--- src/i6t_pkg.sv ---
// ----------------------------------------------------------------------------
// i6t_pkg: shared types and constants for the ipv6 address text formatter
// Field widths, character codes, lane and run summaries, decimal unit status.
// ----------------------------------------------------------------------------
package i6t_pkg;

   // field widths
   localparam int FUNC_W   = 1;
   localparam int ADDR_W   = 64;
   localparam int SCOPE_W  = 32;
   localparam int PORT_W   = 16;
   localparam int TDATA_W  = 2 * ADDR_W + SCOPE_W + PORT_W;
   localparam int CHAR_W   = 8;

   // address split into quads
   localparam int QUADS    = 8;
   localparam int QUAD_W   = 16;
   localparam int NIB_W    = 4;
   localparam int NIBS     = QUAD_W / NIB_W;
   localparam int QIDX_W   = $clog2(QUADS);
   localparam int QCNT_W   = QIDX_W + 1;
   localparam int NIDX_W   = $clog2(NIBS);

   // decimal conversion
   localparam int DEC_DIGITS  = 10;
   localparam int DIDX_W      = $clog2(DEC_DIGITS);
   localparam int PROD_W      = 2 * SCOPE_W;
   localparam int RECIP_SHIFT = 35;
   localparam int QUOT_W      = PROD_W - RECIP_SHIFT;
   localparam logic [SCOPE_W-1:0] RECIP_TEN = 32'hcccc_cccd;

   // thresholds for the number of hex digits in a quad
   localparam logic [QUAD_W-1:0] HEX4_MIN = 16'h1000;
   localparam logic [QUAD_W-1:0] HEX3_MIN = 16'h0100;
   localparam logic [QUAD_W-1:0] HEX2_MIN = 16'h0010;

   // character codes
   localparam logic [CHAR_W-1:0] CH_COLON = 8'h3a;
   localparam logic [CHAR_W-1:0] CH_OPEN  = 8'h5b;
   localparam logic [CHAR_W-1:0] CH_CLOSE = 8'h5d;
   localparam logic [CHAR_W-1:0] CH_PCT   = 8'h25;
   localparam logic [CHAR_W-1:0] CH_ZERO  = 8'h30;

   // hex digits, written high to low so that entry n is digit n
   localparam logic [15:0][CHAR_W-1:0] HEX_TAB = "fedcba9876543210";

   // one lane's view of its quad
   typedef struct packed {
      logic                         zero;
      logic [NIDX_W-1:0]            top;
      logic [NIBS-1:0][CHAR_W-1:0]  chars;
   } lane_type;

   // longest zero run found over the lanes
   typedef struct packed {
      logic              found;
      logic [QIDX_W-1:0] start;
      logic [QCNT_W-1:0] len;
   } run_type;

   // decimal unit status and read data
   typedef struct packed {
      logic              busy;
      logic [DIDX_W-1:0] count;
      logic [NIB_W-1:0]  digit;
   } dec_status_type;

endpackage

--- src/i6t_lane.sv ---
// ----------------------------------------------------------------------------
// i6t_lane: per-quad hex lane
// Flags a zero quad, finds its leading digit and gives the hex characters.
// ----------------------------------------------------------------------------
module i6t_lane (
   input  logic [i6t_pkg::QUAD_W-1:0] quad,
   output i6t_pkg::lane_type          lane
);

   always_comb begin
      lane.zero = (quad == '0);

      // position of the most significant digit that is printed
      if (quad >= i6t_pkg::HEX4_MIN) begin
         lane.top = i6t_pkg::NIDX_W'(3);
      end else if (quad >= i6t_pkg::HEX3_MIN) begin
         lane.top = i6t_pkg::NIDX_W'(2);
      end else if (quad >= i6t_pkg::HEX2_MIN) begin
         lane.top = i6t_pkg::NIDX_W'(1);
      end else begin
         lane.top = '0;
      end

      // one character per nibble
      for (int n = 0; n < i6t_pkg::NIBS; n++) begin
         lane.chars[n] = i6t_pkg::HEX_TAB[quad[n*i6t_pkg::NIB_W +: i6t_pkg::NIB_W]];
      end
   end

endmodule

--- src/i6t_merge.sv ---
// ----------------------------------------------------------------------------
// i6t_merge: zero run merge
// Finds the leftmost longest run of two or more zero quads in the lane flags.
// ----------------------------------------------------------------------------
module i6t_merge (
   input  logic [i6t_pkg::QUADS-1:0] zero,
   output i6t_pkg::run_type          run
);

   logic [i6t_pkg::QCNT_W-1:0] cur;
   logic [i6t_pkg::QCNT_W-1:0] best_len;
   logic [i6t_pkg::QCNT_W-1:0] first;
   logic [i6t_pkg::QIDX_W-1:0] best_start;
   logic                       found;

   // scan left to right, only a strictly longer run replaces the best
   always_comb begin
      cur        = '0;
      best_len   = i6t_pkg::QCNT_W'(1);
      best_start = '0;
      first      = '0;
      found      = 1'b0;
      for (int i = 0; i < i6t_pkg::QUADS; i++) begin
         if (!zero[i]) begin
            cur = '0;
         end else begin
            cur = cur + i6t_pkg::QCNT_W'(1);
            if (cur > best_len) begin
               best_len   = cur;
               first      = i6t_pkg::QCNT_W'(i) + i6t_pkg::QCNT_W'(1) - cur;
               best_start = first[i6t_pkg::QIDX_W-1:0];
               found      = 1'b1;
            end
         end
      end
      run.found = found;
      run.start = best_start;
      run.len   = best_len;
   end

endmodule

--- src/i6t_dec.sv ---
// ----------------------------------------------------------------------------
// i6t_dec: decimal digit unit
// Converts a 32-bit value to decimal, one digit per multiply and split step, by
// multiplying with the reciprocal of ten. Digits are kept least significant
// first and read back at one index.
// ----------------------------------------------------------------------------
module i6t_dec (
   input  logic                         clock,
   input  logic                         reset,
   input  logic                         start,
   input  logic [i6t_pkg::SCOPE_W-1:0]  value,
   input  logic [i6t_pkg::DIDX_W-1:0]   rd_idx,
   output i6t_pkg::dec_status_type      status
);

   logic [i6t_pkg::SCOPE_W-1:0] val_ff, val_in;
   logic [i6t_pkg::PROD_W-1:0]  prod_ff, prod_in;
   logic                        phase_ff, phase_in;
   logic                        busy_ff, busy_in;
   logic [i6t_pkg::DIDX_W-1:0]  cnt_ff, cnt_in;
   logic [i6t_pkg::NIB_W-1:0]   digit_ff [i6t_pkg::DEC_DIGITS];
   logic [i6t_pkg::QUOT_W-1:0]  quot;
   logic [i6t_pkg::NIB_W-1:0]   quot_ten;
   logic [i6t_pkg::NIB_W-1:0]   rem;

   // quotient from the product, remainder from the low bits only
   assign quot     = prod_ff[i6t_pkg::PROD_W-1:i6t_pkg::RECIP_SHIFT];
   assign quot_ten = {quot[0], 3'b000} + {quot[2:0], 1'b0};
   assign rem      = val_ff[i6t_pkg::NIB_W-1:0] - quot_ten;

   // two-phase step: multiply, then split off one digit
   always_comb begin
      val_in   = val_ff;
      prod_in  = prod_ff;
      phase_in = phase_ff;
      busy_in  = busy_ff;
      cnt_in   = cnt_ff;
      if (start) begin
         val_in   = value;
         phase_in = 1'b0;
         busy_in  = 1'b1;
         cnt_in   = '0;
      end else if (busy_ff && !phase_ff) begin
         prod_in  = i6t_pkg::PROD_W'(val_ff) * i6t_pkg::PROD_W'(i6t_pkg::RECIP_TEN);
         phase_in = 1'b1;
      end else if (busy_ff) begin
         val_in   = i6t_pkg::SCOPE_W'(quot);
         phase_in = 1'b0;
         cnt_in   = cnt_ff + i6t_pkg::DIDX_W'(1);
         busy_in  = (quot != '0);
      end
   end

   // control state
   always_ff @(posedge clock) begin
      if (reset) begin
         busy_ff  <= 1'b0;
         phase_ff <= 1'b0;
         cnt_ff   <= '0;
      end else begin
         busy_ff  <= busy_in;
         phase_ff <= phase_in;
         cnt_ff   <= cnt_in;
      end
   end

   // working value and product
   always_ff @(posedge clock) begin
      val_ff  <= val_in;
      prod_ff <= prod_in;
   end

   // digit store
   always_ff @(posedge clock) begin
      if (busy_ff && phase_ff && !start) begin
         digit_ff[cnt_ff] <= rem;
      end
   end

   assign status.busy  = busy_ff;
   assign status.count = cnt_ff;
   assign status.digit = digit_ff[rd_idx];

endmodule

--- src/ipv6_address_to_text_core.sv ---
// ----------------------------------------------------------------------------
// ipv6_address_to_text_core: ipv6 address to text formatter
// Writes an address as compressed lowercase hex text, optionally wrapped as
// [addr%scope]:port, one character per result transaction.
//
//   channel | dir | tdata                                   | tuser | tlast
//   req     | in  | addr_high, addr_low, scope_id, port_num | func  | -
//   rsp     | out | text_char                               | -     | last_char
//
// - one transaction at a time: accept, a load state, then one character per
//   cycle when rsp does not stall, apart from waits on the decimal unit
// - decimal digits come from a shared divide-by-ten unit; scope conversion
//   runs under the address text, the port conversion starts at the closing
//   bracket, so the bracketed form waits for the port digits, and for the
//   scope digits too when the address text is short
// - req_tready is high only while idle; the next address is taken while the
//   last character still sits in the output register
// - a stalled rsp_tready holds the output register and each character state
// - synchronous active-high reset returns to idle with no output pending
// ----------------------------------------------------------------------------
module ipv6_address_to_text_core (
   input  logic                         clock,
   input  logic                         reset,
   input  logic                         req_tvalid,
   output logic                         req_tready,
   // addr_high, addr_low, scope_id, port_number
   input  logic [i6t_pkg::TDATA_W-1:0]  req_tdata,
   // func
   input  logic                         req_tuser,
   output logic                         rsp_tvalid,
   input  logic                         rsp_tready,
   // text_char
   output logic [i6t_pkg::CHAR_W-1:0]   rsp_tdata,
   output logic                         rsp_tlast
);

   localparam int ST_W = 4;
   localparam logic [ST_W-1:0] ST_IDLE  = 4'd0;
   localparam logic [ST_W-1:0] ST_LOAD  = 4'd1;
   localparam logic [ST_W-1:0] ST_OPEN  = 4'd2;
   localparam logic [ST_W-1:0] ST_RUN   = 4'd3;
   localparam logic [ST_W-1:0] ST_COLON = 4'd4;
   localparam logic [ST_W-1:0] ST_HEX   = 4'd5;
   localparam logic [ST_W-1:0] ST_PCT   = 4'd6;
   localparam logic [ST_W-1:0] ST_SCOPE = 4'd7;
   localparam logic [ST_W-1:0] ST_CLOSE = 4'd8;
   localparam logic [ST_W-1:0] ST_SEP   = 4'd9;
   localparam logic [ST_W-1:0] ST_PORT  = 4'd10;

   logic [ST_W-1:0]                              state_ff, state_in;
   logic                                         func_ff;
   logic [i6t_pkg::QUADS-1:0][i6t_pkg::QUAD_W-1:0] quad_ff, quad_in;
   logic [i6t_pkg::SCOPE_W-1:0]                  scope_ff;
   logic [i6t_pkg::PORT_W-1:0]                   port_ff;
   logic [i6t_pkg::QCNT_W-1:0]                   qi_ff, qi_in;
   logic                                         sub_ff, sub_in;
   logic [i6t_pkg::NIDX_W-1:0]                   dig_ff, dig_in;
   logic [i6t_pkg::DIDX_W-1:0]                   pos_ff, pos_in;
   logic                                         rsp_valid_ff;
   logic [i6t_pkg::CHAR_W-1:0]                   rsp_data_ff;
   logic                                         rsp_last_ff;

   i6t_pkg::lane_type                            lanes [i6t_pkg::QUADS];
   logic [i6t_pkg::QUADS-1:0]                    zero_vec;
   i6t_pkg::run_type                             run;
   i6t_pkg::dec_status_type                      dec;
   logic [i6t_pkg::DIDX_W-1:0]                   dec_idx;
   logic [i6t_pkg::DIDX_W-1:0]                   dec_last;
   logic                                         dec_start;
   logic [i6t_pkg::SCOPE_W-1:0]                  dec_value;

   logic                                         accept;
   logic                                         out_load;
   logic                                         ch_valid;
   logic                                         ch_emit;
   logic [i6t_pkg::CHAR_W-1:0]                   ch_data;
   logic                                         ch_last;
   logic                                         step_done;
   logic                                         after_hex;
   logic [i6t_pkg::QCNT_W-1:0]                   nq;

   // input handshake
   assign req_tready = (state_ff == ST_IDLE);
   assign accept     = req_tvalid && req_tready;

   // split the address into quads, quad 0 at the top of addr_high
   always_comb begin
      for (int i = 0; i < i6t_pkg::QUADS / 2; i++) begin
         quad_in[i] = req_tdata[i6t_pkg::ADDR_W - 1 - i*i6t_pkg::QUAD_W -: i6t_pkg::QUAD_W];
         quad_in[i + i6t_pkg::QUADS/2] =
            req_tdata[2*i6t_pkg::ADDR_W - 1 - i*i6t_pkg::QUAD_W -: i6t_pkg::QUAD_W];
      end
   end

   // captured transaction
   always_ff @(posedge clock) begin
      if (accept) begin
         func_ff  <= req_tuser;
         quad_ff  <= quad_in;
         scope_ff <= req_tdata[2*i6t_pkg::ADDR_W +: i6t_pkg::SCOPE_W];
         port_ff  <= req_tdata[2*i6t_pkg::ADDR_W + i6t_pkg::SCOPE_W +: i6t_pkg::PORT_W];
      end
   end

   // hex lanes, one per quad
   for (genvar g = 0; g < i6t_pkg::QUADS; g++) begin : g_lane
      i6t_lane u_lane (
         .quad (quad_ff[g]),
         .lane (lanes[g])
      );
      assign zero_vec[g] = lanes[g].zero;
   end

   // longest zero run over the lanes
   i6t_merge u_merge (
      .zero (zero_vec),
      .run  (run)
   );

   // shared decimal unit, digits read most significant first
   assign dec_last = dec.count - i6t_pkg::DIDX_W'(1);
   assign dec_idx  = dec_last - pos_ff;

   i6t_dec u_dec (
      .clock  (clock),
      .reset  (reset),
      .start  (dec_start),
      .value  (dec_value),
      .rd_idx (dec_idx),
      .status (dec)
   );

   // output register takes a character when empty or being drained
   assign out_load = !rsp_valid_ff || rsp_tready;
   assign ch_emit  = ch_valid && out_load;

   // character sequencer
   always_comb begin
      state_in  = state_ff;
      qi_in     = qi_ff;
      sub_in    = sub_ff;
      dig_in    = dig_ff;
      pos_in    = pos_ff;
      ch_valid  = 1'b0;
      ch_data   = i6t_pkg::CH_COLON;
      ch_last   = 1'b0;
      dec_start = 1'b0;
      dec_value = scope_ff;
      nq        = '0;
      after_hex = 1'b0;
      step_done = 1'b0;

      case (state_ff)
         ST_IDLE: begin
            if (accept) begin
               state_in = ST_LOAD;
            end
         end
         ST_LOAD: begin
            dec_start = func_ff && (scope_ff != '0);
            if (func_ff) begin
               state_in = ST_OPEN;
            end else begin
               step_done = 1'b1;
            end
         end
         ST_OPEN: begin
            ch_valid  = 1'b1;
            ch_data   = i6t_pkg::CH_OPEN;
            step_done = out_load;
         end
         ST_RUN: begin
            // the two colons of a compressed run
            ch_valid = 1'b1;
            nq       = qi_ff + run.len;
            ch_last  = sub_ff && !func_ff && nq[i6t_pkg::QIDX_W];
            if (out_load) begin
               if (!sub_ff) begin
                  sub_in = 1'b1;
               end else begin
                  sub_in    = 1'b0;
                  step_done = 1'b1;
               end
            end
         end
         ST_COLON: begin
            ch_valid = 1'b1;
            if (out_load) begin
               state_in = ST_HEX;
               dig_in   = lanes[qi_ff[i6t_pkg::QIDX_W-1:0]].top;
            end
         end
         ST_HEX: begin
            ch_valid  = 1'b1;
            ch_data   = lanes[qi_ff[i6t_pkg::QIDX_W-1:0]].chars[dig_ff];
            nq        = qi_ff + i6t_pkg::QCNT_W'(1);
            after_hex = 1'b1;
            ch_last   = (dig_ff == '0) && !func_ff && nq[i6t_pkg::QIDX_W];
            if (out_load) begin
               if (dig_ff == '0) begin
                  step_done = 1'b1;
               end else begin
                  dig_in = dig_ff - i6t_pkg::NIDX_W'(1);
               end
            end
         end
         ST_PCT: begin
            ch_valid = 1'b1;
            ch_data  = i6t_pkg::CH_PCT;
            if (out_load) begin
               state_in = ST_SCOPE;
               pos_in   = '0;
            end
         end
         ST_SCOPE: begin
            ch_valid = !dec.busy;
            ch_data  = i6t_pkg::CH_ZERO + i6t_pkg::CHAR_W'(dec.digit);
            if (ch_valid && out_load) begin
               if (pos_ff == dec_last) begin
                  state_in = ST_CLOSE;
               end else begin
                  pos_in = pos_ff + i6t_pkg::DIDX_W'(1);
               end
            end
         end
         ST_CLOSE: begin
            ch_valid  = !dec.busy;
            ch_data   = i6t_pkg::CH_CLOSE;
            dec_value = i6t_pkg::SCOPE_W'(port_ff);
            if (ch_valid && out_load) begin
               dec_start = 1'b1;
               state_in  = ST_SEP;
            end
         end
         ST_SEP: begin
            ch_valid = 1'b1;
            if (out_load) begin
               state_in = ST_PORT;
               pos_in   = '0;
            end
         end
         ST_PORT: begin
            ch_valid = !dec.busy;
            ch_data  = i6t_pkg::CH_ZERO + i6t_pkg::CHAR_W'(dec.digit);
            ch_last  = (pos_ff == dec_last);
            if (ch_valid && out_load) begin
               if (pos_ff == dec_last) begin
                  state_in = ST_IDLE;
               end else begin
                  pos_in = pos_ff + i6t_pkg::DIDX_W'(1);
               end
            end
         end
         default: begin
            state_in = ST_IDLE;
         end
      endcase

      // move on to the next quad, or past the address
      if (step_done) begin
         if (nq[i6t_pkg::QIDX_W]) begin
            if (!func_ff) begin
               state_in = ST_IDLE;
            end else if (scope_ff != '0) begin
               state_in = ST_PCT;
            end else begin
               state_in = ST_CLOSE;
            end
         end else begin
            qi_in = nq;
            if (run.found && (nq[i6t_pkg::QIDX_W-1:0] == run.start)) begin
               state_in = ST_RUN;
               sub_in   = 1'b0;
            end else if (after_hex) begin
               state_in = ST_COLON;
            end else begin
               state_in = ST_HEX;
               dig_in   = lanes[nq[i6t_pkg::QIDX_W-1:0]].top;
            end
         end
      end
   end

   // sequencer registers
   always_ff @(posedge clock) begin
      if (reset) begin
         state_ff <= ST_IDLE;
         qi_ff    <= '0;
         sub_ff   <= 1'b0;
         dig_ff   <= '0;
         pos_ff   <= '0;
      end else begin
         state_ff <= state_in;
         qi_ff    <= qi_in;
         sub_ff   <= sub_in;
         dig_ff   <= dig_in;
         pos_ff   <= pos_in;
      end
   end

   // output register
   always_ff @(posedge clock) begin
      if (reset) begin
         rsp_valid_ff <= 1'b0;
      end else if (out_load) begin
         rsp_valid_ff <= ch_emit;
      end
   end

   always_ff @(posedge clock) begin
      if (ch_emit) begin
         rsp_data_ff <= ch_data;
         rsp_last_ff <= ch_last;
      end
   end

   assign rsp_tvalid = rsp_valid_ff;
   assign rsp_tdata  = rsp_data_ff;
   assign rsp_tlast  = rsp_last_ff;

   // no conversion may be left running once the block is idle
   a_idle_dec: assert property (@(posedge clock) disable iff (reset)
      req_tready |-> !dec.busy)
      else $error("decimal unit busy while idle");

   // the final character of a transaction returns the block to idle
   a_last_idle: assert property (@(posedge clock) disable iff (reset)
      (ch_emit && ch_last) |=> req_tready)
      else $error("not idle after last character");

   // the quad walk never runs past the last quad
   a_quad_range: assert property (@(posedge clock) disable iff (reset)
      (state_ff == ST_RUN || state_ff == ST_COLON || state_ff == ST_HEX)
         |-> !qi_ff[i6t_pkg::QIDX_W])
      else $error("quad index out of range");

   // a character is only produced while a transaction is in progress
   a_emit_busy: assert property (@(posedge clock) disable iff (reset)
      ch_emit |-> !req_tready)
      else $error("character produced while idle");

endmodule
--- config.mk ---
export PLATFORM = sky130hd
export DESIGN_NAME = ipv6_address_to_text_core
export DESIGN_NICKNAME = d
export VERILOG_FILES = /design/src/i6t_pkg.sv /design/src/i6t_lane.sv /design/src/i6t_merge.sv /design/src/i6t_dec.sv /design/src/ipv6_address_to_text_core.sv
export SDC_FILE = /design/constraint.sdc
export NUM_CORES = 2
export LEC_CHECK = 0
export ABC_AREA = 1
export BUFFER_PORTS_ARGS = -buffer_cell sky130_fd_sc_hd__buf_4
export CAP_MARGIN = 20
export CORE_ASPECT_RATIO = 2
export CORE_MARGIN = 10
export CORE_UTILIZATION = 36
export CTS_CLUSTER_SIZE = 40
export DETAILED_ROUTE_END_ITERATION = 8
export PLACE_DENSITY_LB_ADDON = 0.15
export SLEW_MARGIN = 20
export SYNTH_ARGS = -nofsm -noshare
export SYNTH_HDL_FRONTEND = slang
export SYNTH_SLANG_ARGS = --single-unit
--- constraint.sdc ---
create_clock -name clock -period 8.4 [get_ports clock]
set_input_delay 0.42 -clock clock [delete_from_list [all_inputs] [get_ports clock]]
set_output_delay 0.42 -clock clock [all_outputs]
set_load 0.01 [all_outputs]
# After elaboration in Yosys (flattened, before gate mapping)
# Memory sizes are Yosys's and may differ from the RTL's. A register that Yosys moved wholly into a read port is not among the register bits.
# Index checks and enable logic that the tools add are counted.
# classes
add_sub_neg,24
mul,1
order_cmp,66
n_eq_ne,27
mux,204
bitwise,5
n_reduce_logical,45
# op_table
operator,count
4-bit 2-to-1 mux,69
8-bit 2-to-1 mux,33
35-bit binary-select mux with 3-bit select,2
"4-bit by 5-bit less-than comparator with 1-bit output, second input constant",32
34-bit 2-to-1 mux,4
"16-bit by 13-bit greater-or-equal comparator with 1-bit output, second input constant",8
"16-bit by 5-bit greater-or-equal comparator with 1-bit output, second input constant",8
"16-bit by 9-bit greater-or-equal comparator with 1-bit output, second input constant",8
16-bit logical NOT,8
32-bit 2-to-1 mux,4
"32-bit by 32-bit multiplier with 64-bit output, second input constant",1
2-bit 2-to-1 mux,23
3-bit 2-to-1 mux,15
1-bit 2-to-1 mux,44
8-bit one-hot mux with 5 select lines,1
4-bit one-hot mux with 9 select lines,1
"4-bit by 1-bit adder with 4-bit output, second input constant",8
32-bit nonzero test,1
29-bit nonzero test,1
"3-bit inequality test, second input constant",9
4-bit greater-than comparator,6
8-bit binary-select mux with 2-bit select,1
"4-bit by 3-bit equality test with 1-bit output, second input constant",4
4-bit one-hot mux with 2 select lines,2
40 further kinds,79
# totals
ff_bits,303
mem_bits_rw,40
mem_bits_ro,4096
in_bits,181
wordCells,429
mem_count,33
# mem_list
name,depth,word_bits,rd,rd_clocked_by_memory_dff,write_ports,line_no,source
(no name shown),16,8,1,1,0,i6t_lane.sv:26,lane.chars[n] = i6t_pkg::HEX_TAB[quad[n*i6t_pkg::NIB_W +: i6t_pkg::NIB_W]];
(no name shown),16,8,1,1,0,i6t_lane.sv:26,
(no name shown),16,8,1,1,0,i6t_lane.sv:26,
(no name shown),16,8,1,1,0,i6t_lane.sv:26,
(no name shown),16,8,1,1,0,i6t_lane.sv:26,
(no name shown),16,8,1,1,0,i6t_lane.sv:26,
27 more memories,--,--,--,--,--,--,

# Depth between registers and ports, before layout
# depth
ltp_word,34
mapped_depth,72
depth_no_buf,71

# Hierarchy
# From an unflattened synthesis, not the netlist that was laid out.
# unflattened
cells_unflattened,4901
hier_area_um2,39914.5
# modules_own_cells
module,n_inst,cells_per_inst,area_each_um2,seq_area_each_um2
i6t_dec,1,2691,23167.2,3153.0
ipv6_address_to_text_core,1,1105,10237.3,5885.6
i6t_lane at g_lane[3].u_lane ...,5,109,663.1,0.0
i6t_merge,1,235,1253.7,0.0
i6t_lane at g_lane[1].u_lane,1,109,655.6,0.0
i6t_lane at g_lane[0].u_lane,1,109,649.4,0.0
i6t_lane at g_lane[2].u_lane,1,107,635.6,0.0

# Worst setup path after synthesis
# OpenSTA, ideal clock, no wires.
# synth_path
kind,reg2reg
start,register quad_ff[29] in the netlist's numbering
end,register dig_ff[1] in the netlist's numbering
setup_ns,0.118
arrival_ns,9.050
required_ns,8.282
slack_ns,-0.768
path_stages_with_launch,67
period_less_slack_ns,9.168
path_cell_list,edfxtp_1 -> nor2_1 -> nand2_1 -> nor2_4 -> nand2_1 -> nor2_4 -> ha_1 -> inv_1 -> nor2_1 -> ha_1 -> ha_1 -> inv_1 -> ha_1 -> nand3_1 -> nand2_1 -> nand2_1 -> o21ai_0 -> ha_1 -> [31 not listed] -> nand3_1 -> inv_1 -> nand2_1 -> o21ai_0 -> inv_1 -> ha_1 -> fa_1 -> inv_1 -> o22ai_1 -> inv_1 -> nand3_1 -> nand2_1 -> nor2_1 -> nand3_2 -> nand2_2 -> inv_2 -> o21ai_1 -> nor2_1
# synth_via
elab_chain_cells,31
word_cells_on_any_way,85
# synth_rtl
item,line_no,source
from (decl),ipv6_address_to_text_core.sv:52,"logic [i6t_pkg::QUADS-1:0][i6t_pkg::QUAD_W-1:0] quad_ff, quad_in;"
from (signal assigned),ipv6_address_to_text_core.sv:99,quad_ff <= quad_in;
16-bit logical NOT,i6t_lane.sv:11,lane.zero = (quad == '0);
4-bit 2-to-1 mux,i6t_merge.sv:24,if (!zero[i]) begin
4-bit by 1-bit adder with 4-bit output,i6t_merge.sv:27,cur = cur + i6t_pkg::QCNT_W'(1);
4-bit greater-than comparator,i6t_merge.sv:28,if (cur > best_len) begin
4-bit 2-to-1 mux,i6t_merge.sv:28,
4-bit 2-to-1 mux,i6t_merge.sv:24,
4-bit greater-than comparator,i6t_merge.sv:28,
4-bit 2-to-1 mux,i6t_merge.sv:28,
[14 not listed],--,
4-bit one-hot mux with 2 select lines,ipv6_address_to_text_core.sv:153,case (state_ff)
3-bit inverter with 4-bit output (implied by the code),ipv6_address_to_text_core.sv:278,dig_in = lanes[nq[i6t_pkg::QIDX_W-1:0]].top;
35-bit binary-select mux with 3-bit select,ipv6_address_to_text_core.sv:278,
34-bit 2-to-1 mux (implied by the code) (2 in a row),ipv6_address_to_text_core.sv:278,
2-bit 2-to-1 mux,ipv6_address_to_text_core.sv:274,end else if (after_hex) begin
2-bit 2-to-1 mux,ipv6_address_to_text_core.sv:271,if (run.found && (nq[i6t_pkg::QIDX_W-1:0] == run.start)) begin
2-bit 2-to-1 mux,ipv6_address_to_text_core.sv:261,if (nq[i6t_pkg::QIDX_W]) begin
2-bit 2-to-1 mux (*),ipv6_address_to_text_core.sv:260,if (step_done) begin
to (signal assigned),ipv6_address_to_text_core.sv:296,dig_ff <= dig_in;
to (decl),ipv6_address_to_text_core.sv:57,"logic [i6t_pkg::NIDX_W-1:0] dig_ff, dig_in;"
# Mark *: on every way between the ends. The rest lies on a longest branch, timed or not. The select of a mux whose other input is x is not followed.
# A chain may end at the register's enable or synchronous reset.

# Worst setup path after layout
# layout_path
start,register quad_ff[12] in the netlist's numbering
end,register state_ff[1]
# layout_via
elab_chain_cells,31
word_cells_on_any_way,78
# layout_rtl
item,line_no,source
16-bit logical NOT (*),i6t_lane.sv:11,
1-bit 2-to-1 mux (*),i6t_merge.sv:24,
1-bit by 1-bit adder with 2-bit output (*),i6t_merge.sv:27,
4-bit by 1-bit greater-than comparator with 1-bit output,i6t_merge.sv:28,
4-bit 2-to-1 mux,i6t_merge.sv:28,
4-bit 2-to-1 mux,i6t_merge.sv:24,
4-bit greater-than comparator,i6t_merge.sv:28,
4-bit 2-to-1 mux,i6t_merge.sv:28,
[15 not listed],--,
4-bit 2-to-1 mux,i6t_merge.sv:24,
3-bit by 4-bit adder with 4-bit output,ipv6_address_to_text_core.sv:175,nq = qi_ff + run.len;
4-bit one-hot mux with 2 select lines,ipv6_address_to_text_core.sv:153,
3-bit equality test,ipv6_address_to_text_core.sv:271,
1-bit logical AND,ipv6_address_to_text_core.sv:271,
3-bit 2-to-1 mux,ipv6_address_to_text_core.sv:271,
4-bit 2-to-1 mux (*),ipv6_address_to_text_core.sv:261,
4-bit 2-to-1 mux (*),ipv6_address_to_text_core.sv:260,
to (signal assigned),ipv6_address_to_text_core.sv:293,state_ff <= state_in;
to (decl),ipv6_address_to_text_core.sv:50,"logic [ST_W-1:0] state_ff, state_in;"
# Mark *: on every way between the ends. The rest lies on a longest branch, timed or not.

==> summary.md <==
| Metric | Value |
|---|---|
| Compound-Gate Fraction of Synth Area | `0.106` |
| Arr. time, crit path | `9.23 ns` |
| Synth Cell Area | `40800 um^2` |
| Hold crit path type | `in2reg` |
| Port bufs | `190` |
| Mux share of post-synthesis cell area | `0` |
| Max clock buf depth | `3` |
| Hold_sp | `rsp_tready` |
| Synth warn | `0` |
| Die area | `128000 um^2` |
| Cell mode on critical path | `buf_4` |
| Largest net degree at the start of global routing | `148` |
| Avg Cell Area, Syn | `9.24 um^2` |
| TNS Setup | `-1.62 ns` |
| Status | `complete, but fails checks` |
| Xor/xnor share of the synthesized area | `0.0135` |
| Synth Instances | `4419` |
| Die span in x | `258 um` |
| Row cnt | `174` |
| DRC violations left | `0` |
| Max Slew Vio Count | `0` |
| TritonRoute pass-1 iters | `5` |
| Hold Crit Depth | `4` |
| Area Overhead vs Synth | `23.2%` |
| Final core occ | `0.447` |
| Main combinational cell family by area after synthesis | `adder cells` |
| Register area share after synthesis | `0.315` |
| Achievable Freq | `0.115 GHz` |
| Total track usage | `0.246` |
| Clk_skew | `0.0685 ns` |
| Post-synth top area share | `0.210` |
| Post-synthesis adder-cell area fraction | `0.340` |
| Ports | `192` |
| Reg2reg start | `quad_ff[12]$_DFFE_PP_` |
| Commonest register cell after synthesis | `edfxtp_1` |
| Final Critical Period | `8.71 ns` |
| RSZ-0062 raised after global routing | `yes` |
| Hold_ws | `0.272 ns` |
| CP max stage delay | `0.39 ns` |
| Final WS setup | `-0.306 ns` |
| Async S/R FF share, synth | `0` |
| Post-layout nets | `6107` |
| Post-DRT Antenna Nets | `0` |
| Max_slew headroom | `0.166` |
| GRT overflow | `0` |
| Place WS | `-0.955 ns` |
| Synth area leader | `edfxtp_1` |
| Number of global-route vias before repair | `35.9k` |
| Antenna violations before repair | `8` |
| Dpl hpwl | `133000 um` |
| RR Endpoint | `state_ff[1]$_SDFFE_PP0P_` |
| Commonest cells post-synth | `1044 x inv_1, 516 x nand2_1, 441 x ha_1, 417 x fa_1` |
| Max Cap Viol | `0` |
| Sink Count | `499` |
| Final setup fails | `10` |
| Initial Util | `0.363` |
| CTS tree | `yes` |
| Clock-pin slew on the worst setup and hold paths | `0.07 ns` |
| CP Capture Type | `flop` |
| Worst R2R Path Depth | `69` |
| First-pass GRT wire length | `227000 um` |
| Simple-Gate Fraction of Synth Area | `0.121` |
| Syn nets | `5458` |
| Startpoint Class | `flop` |
| Failing checks | `negative setup slack` |
| Critical path peak fanout | `5` |
| Top post-synthesis cells by area | `edfxtp_1 21%, fa_1 20%, ha_1 14%` |
| Skew-Pair Late Insertion Delay | `0.68 ns` |
| DR WL/cell | `23.8 um` |
| Flop2flop setup slack | `-0.31 ns` |
| Final wirelength | `157000 um` |
| Synth cell types | `64` |
| Worst Path Required | `8.93 ns` |
| Root buf cell | `clkbuf_16` |
| Share of cells above drive strength 1 | `0.155` |
| Cts bufs inserted | `51` |
| GPL Wtd Cong | `1.03` |
| Register bit total from synthesis | `499` |
| Fill count | `11.0k` |
| Crit Path Class | `reg2reg` |
| Post-synth EDFFs | `286` |
| DR iter-0 viols | `1619` |
| Routed vias/inst | `4.96` |
| Slew @ Worst Pin | `1.25 ns` |
| Final period util | `1.04` |
| Fin. Hold Viols | `0` |
| Hold path endpoint | `rsp_tvalid$_SDFFE_PP0N_` |
| Die H | `496 um` |
| Most common cell in the netlist | `inv_1` |
| Critical path's slowest cell | `edfxtp_1` |
| Htree depth | `2` |
| DR vias | `32.8k` |
| Core area | `113000 um^2` |
==> registers in the layout, indices dropped and copies added (netlist names), 7 cells and up <==
name,flops
port_ff,16
u_dec.prod_ff,29
rsp_tdata,7
g_lane.u_lane.lane,192
quad_ff,128
u_dec.digit_ff,40
scope_ff,32
u_dec.val_ff,32
==> worst max-delay path by stage <==
stage                                from                  endpoint  slack, ns  depth (start not counted)
global placement     quad_ff[5]$_DFFE_PP_      dig_ff[0]$_SDFF_PP0_      -0.80                         68
detailed placement   quad_ff[7]$_DFFE_PP_      dig_ff[0]$_SDFF_PP0_      -0.95                         68
global route         quad_ff[6]$_DFFE_PP_  state_ff[1]$_SDFFE_PP0P_      -0.67                         68
floorplan            quad_ff[8]$_DFFE_PP_      dig_ff[1]$_SDFF_PP0_      0.004                         68
finish              quad_ff[12]$_DFFE_PP_  state_ff[1]$_SDFFE_PP0P_      -0.31                         69
CTS                 quad_ff[20]$_DFFE_PP_      dig_ff[0]$_SDFF_PP0_     -0.008                         64
==> worst max-delay path, delay by kind of cell, from the launching register on <==
| kind | cells | cell delay [ns] |
|---|---|---|
| buffers and inverters | 39 | 4.37 |
| and+or+nand+nor | 20 | 2.00 |
| adders and majority gates | 5 | 1.29 |
| AOI/OAI and AO/OA | 5 | 0.48 |
| DFF | 1 | 0.39 |
==> logic make-up (layout without fill, tap and decap cells) <==
| kind of cell | count (synthesis) | after routing |
|---|---|---|
| AOI/OAI and AO/OA | 739 | 739 |
| xor gates and xnor gates | 56 | 56 |
| adders and majority gates | 858 | 858 |
| buffers and inverters | 1133 | 1824 |
| DFF | 499 | 499 |
| other | 1 | 5 |
| and+or+nand+nor | 1133 | 1133 |
==> repair_timing <==
item | CTS | global route
endpoints found under the hold margin | 178 | 0
resized for setup | 100 | 18
setup endpoints to repair | 11 | 11
hold buffers | 178 | 0
setup buffers | 82 | 10
pin swaps | 59 | 37
==> cells in the final DEF (no fill, tap or decap), types with 7 or more instances in the layout <==
cell           count
edfxtp_1         286
inv_2             21
clkinv_2           7
buf_6              8
clkinv_1           7
nor2_1           320
ha_4              13
a21oi_1          185
fa_1             416
ha_1             428
a31oi_1           32
nor2_2             7
xor2_1            30
clkbuf_1           8
inv_1           1025
o21bai_1           8
nand4_1           15
o22ai_1            8
nand3_2           14
dlygate4sd3_1    178
o21ai_1            8
a221oi_1          55
nand2_1          499
nand2_4            7
or2_2             51
o211ai_1          14
dfxtp_1          212
nor2_4            16
a211oi_1          35
a221o_1            7
nor4_1            17
o21ai_0          319
nor3_1            56
o21a_1             7
clkbuf_16         52
xnor2_1           21
nand2_2           27
buf_4            485
nand3_1           77
==> per-layer routing <==
layer / GRT usage / wire length, um / up-vias
met5: 0 / 25 / -
met4: 0.265 / 19800 / 4
met3: 0.0283 / 4750 / 502
met2: 0.479 / 86200 / 913
met1: 0.201 / 46400 / 15865
li1: - / - / 15481
==> final cells by class <==
class	instances	area [um^2]	share of cell area
Timing Repair Buffer	676	5560	0.111
Clock buffer	65	1390	0.0277
Inverter	1053	3970	0.0788
Sequential cell	499	12900	0.256
Clock inverter	30	380	0.00756
Tap cell	1496	1870	0.0372
Antenna cell	4	10.0	0.000199
Multi-Input combinational cell	2787	24300	0.482
==> per-stage QoR <==
| stage | cells | instance area [um^2] |
|---|---|---|
| 4_1_cts | 6592 | 50100 |
| 5_1_grt | 6610 | 50300 |
| 3_5_place_dp | 6242 | 45600 |
| 2_1_floorplan | 4419 | 40900 |
| 6_report | 6610 | 50300 |
| 3_3_place_gp | 6242 | 45600 |
Power is not shown: default switching activity piles up to over one toggle a cycle in this logic, so the estimate is an artifact.
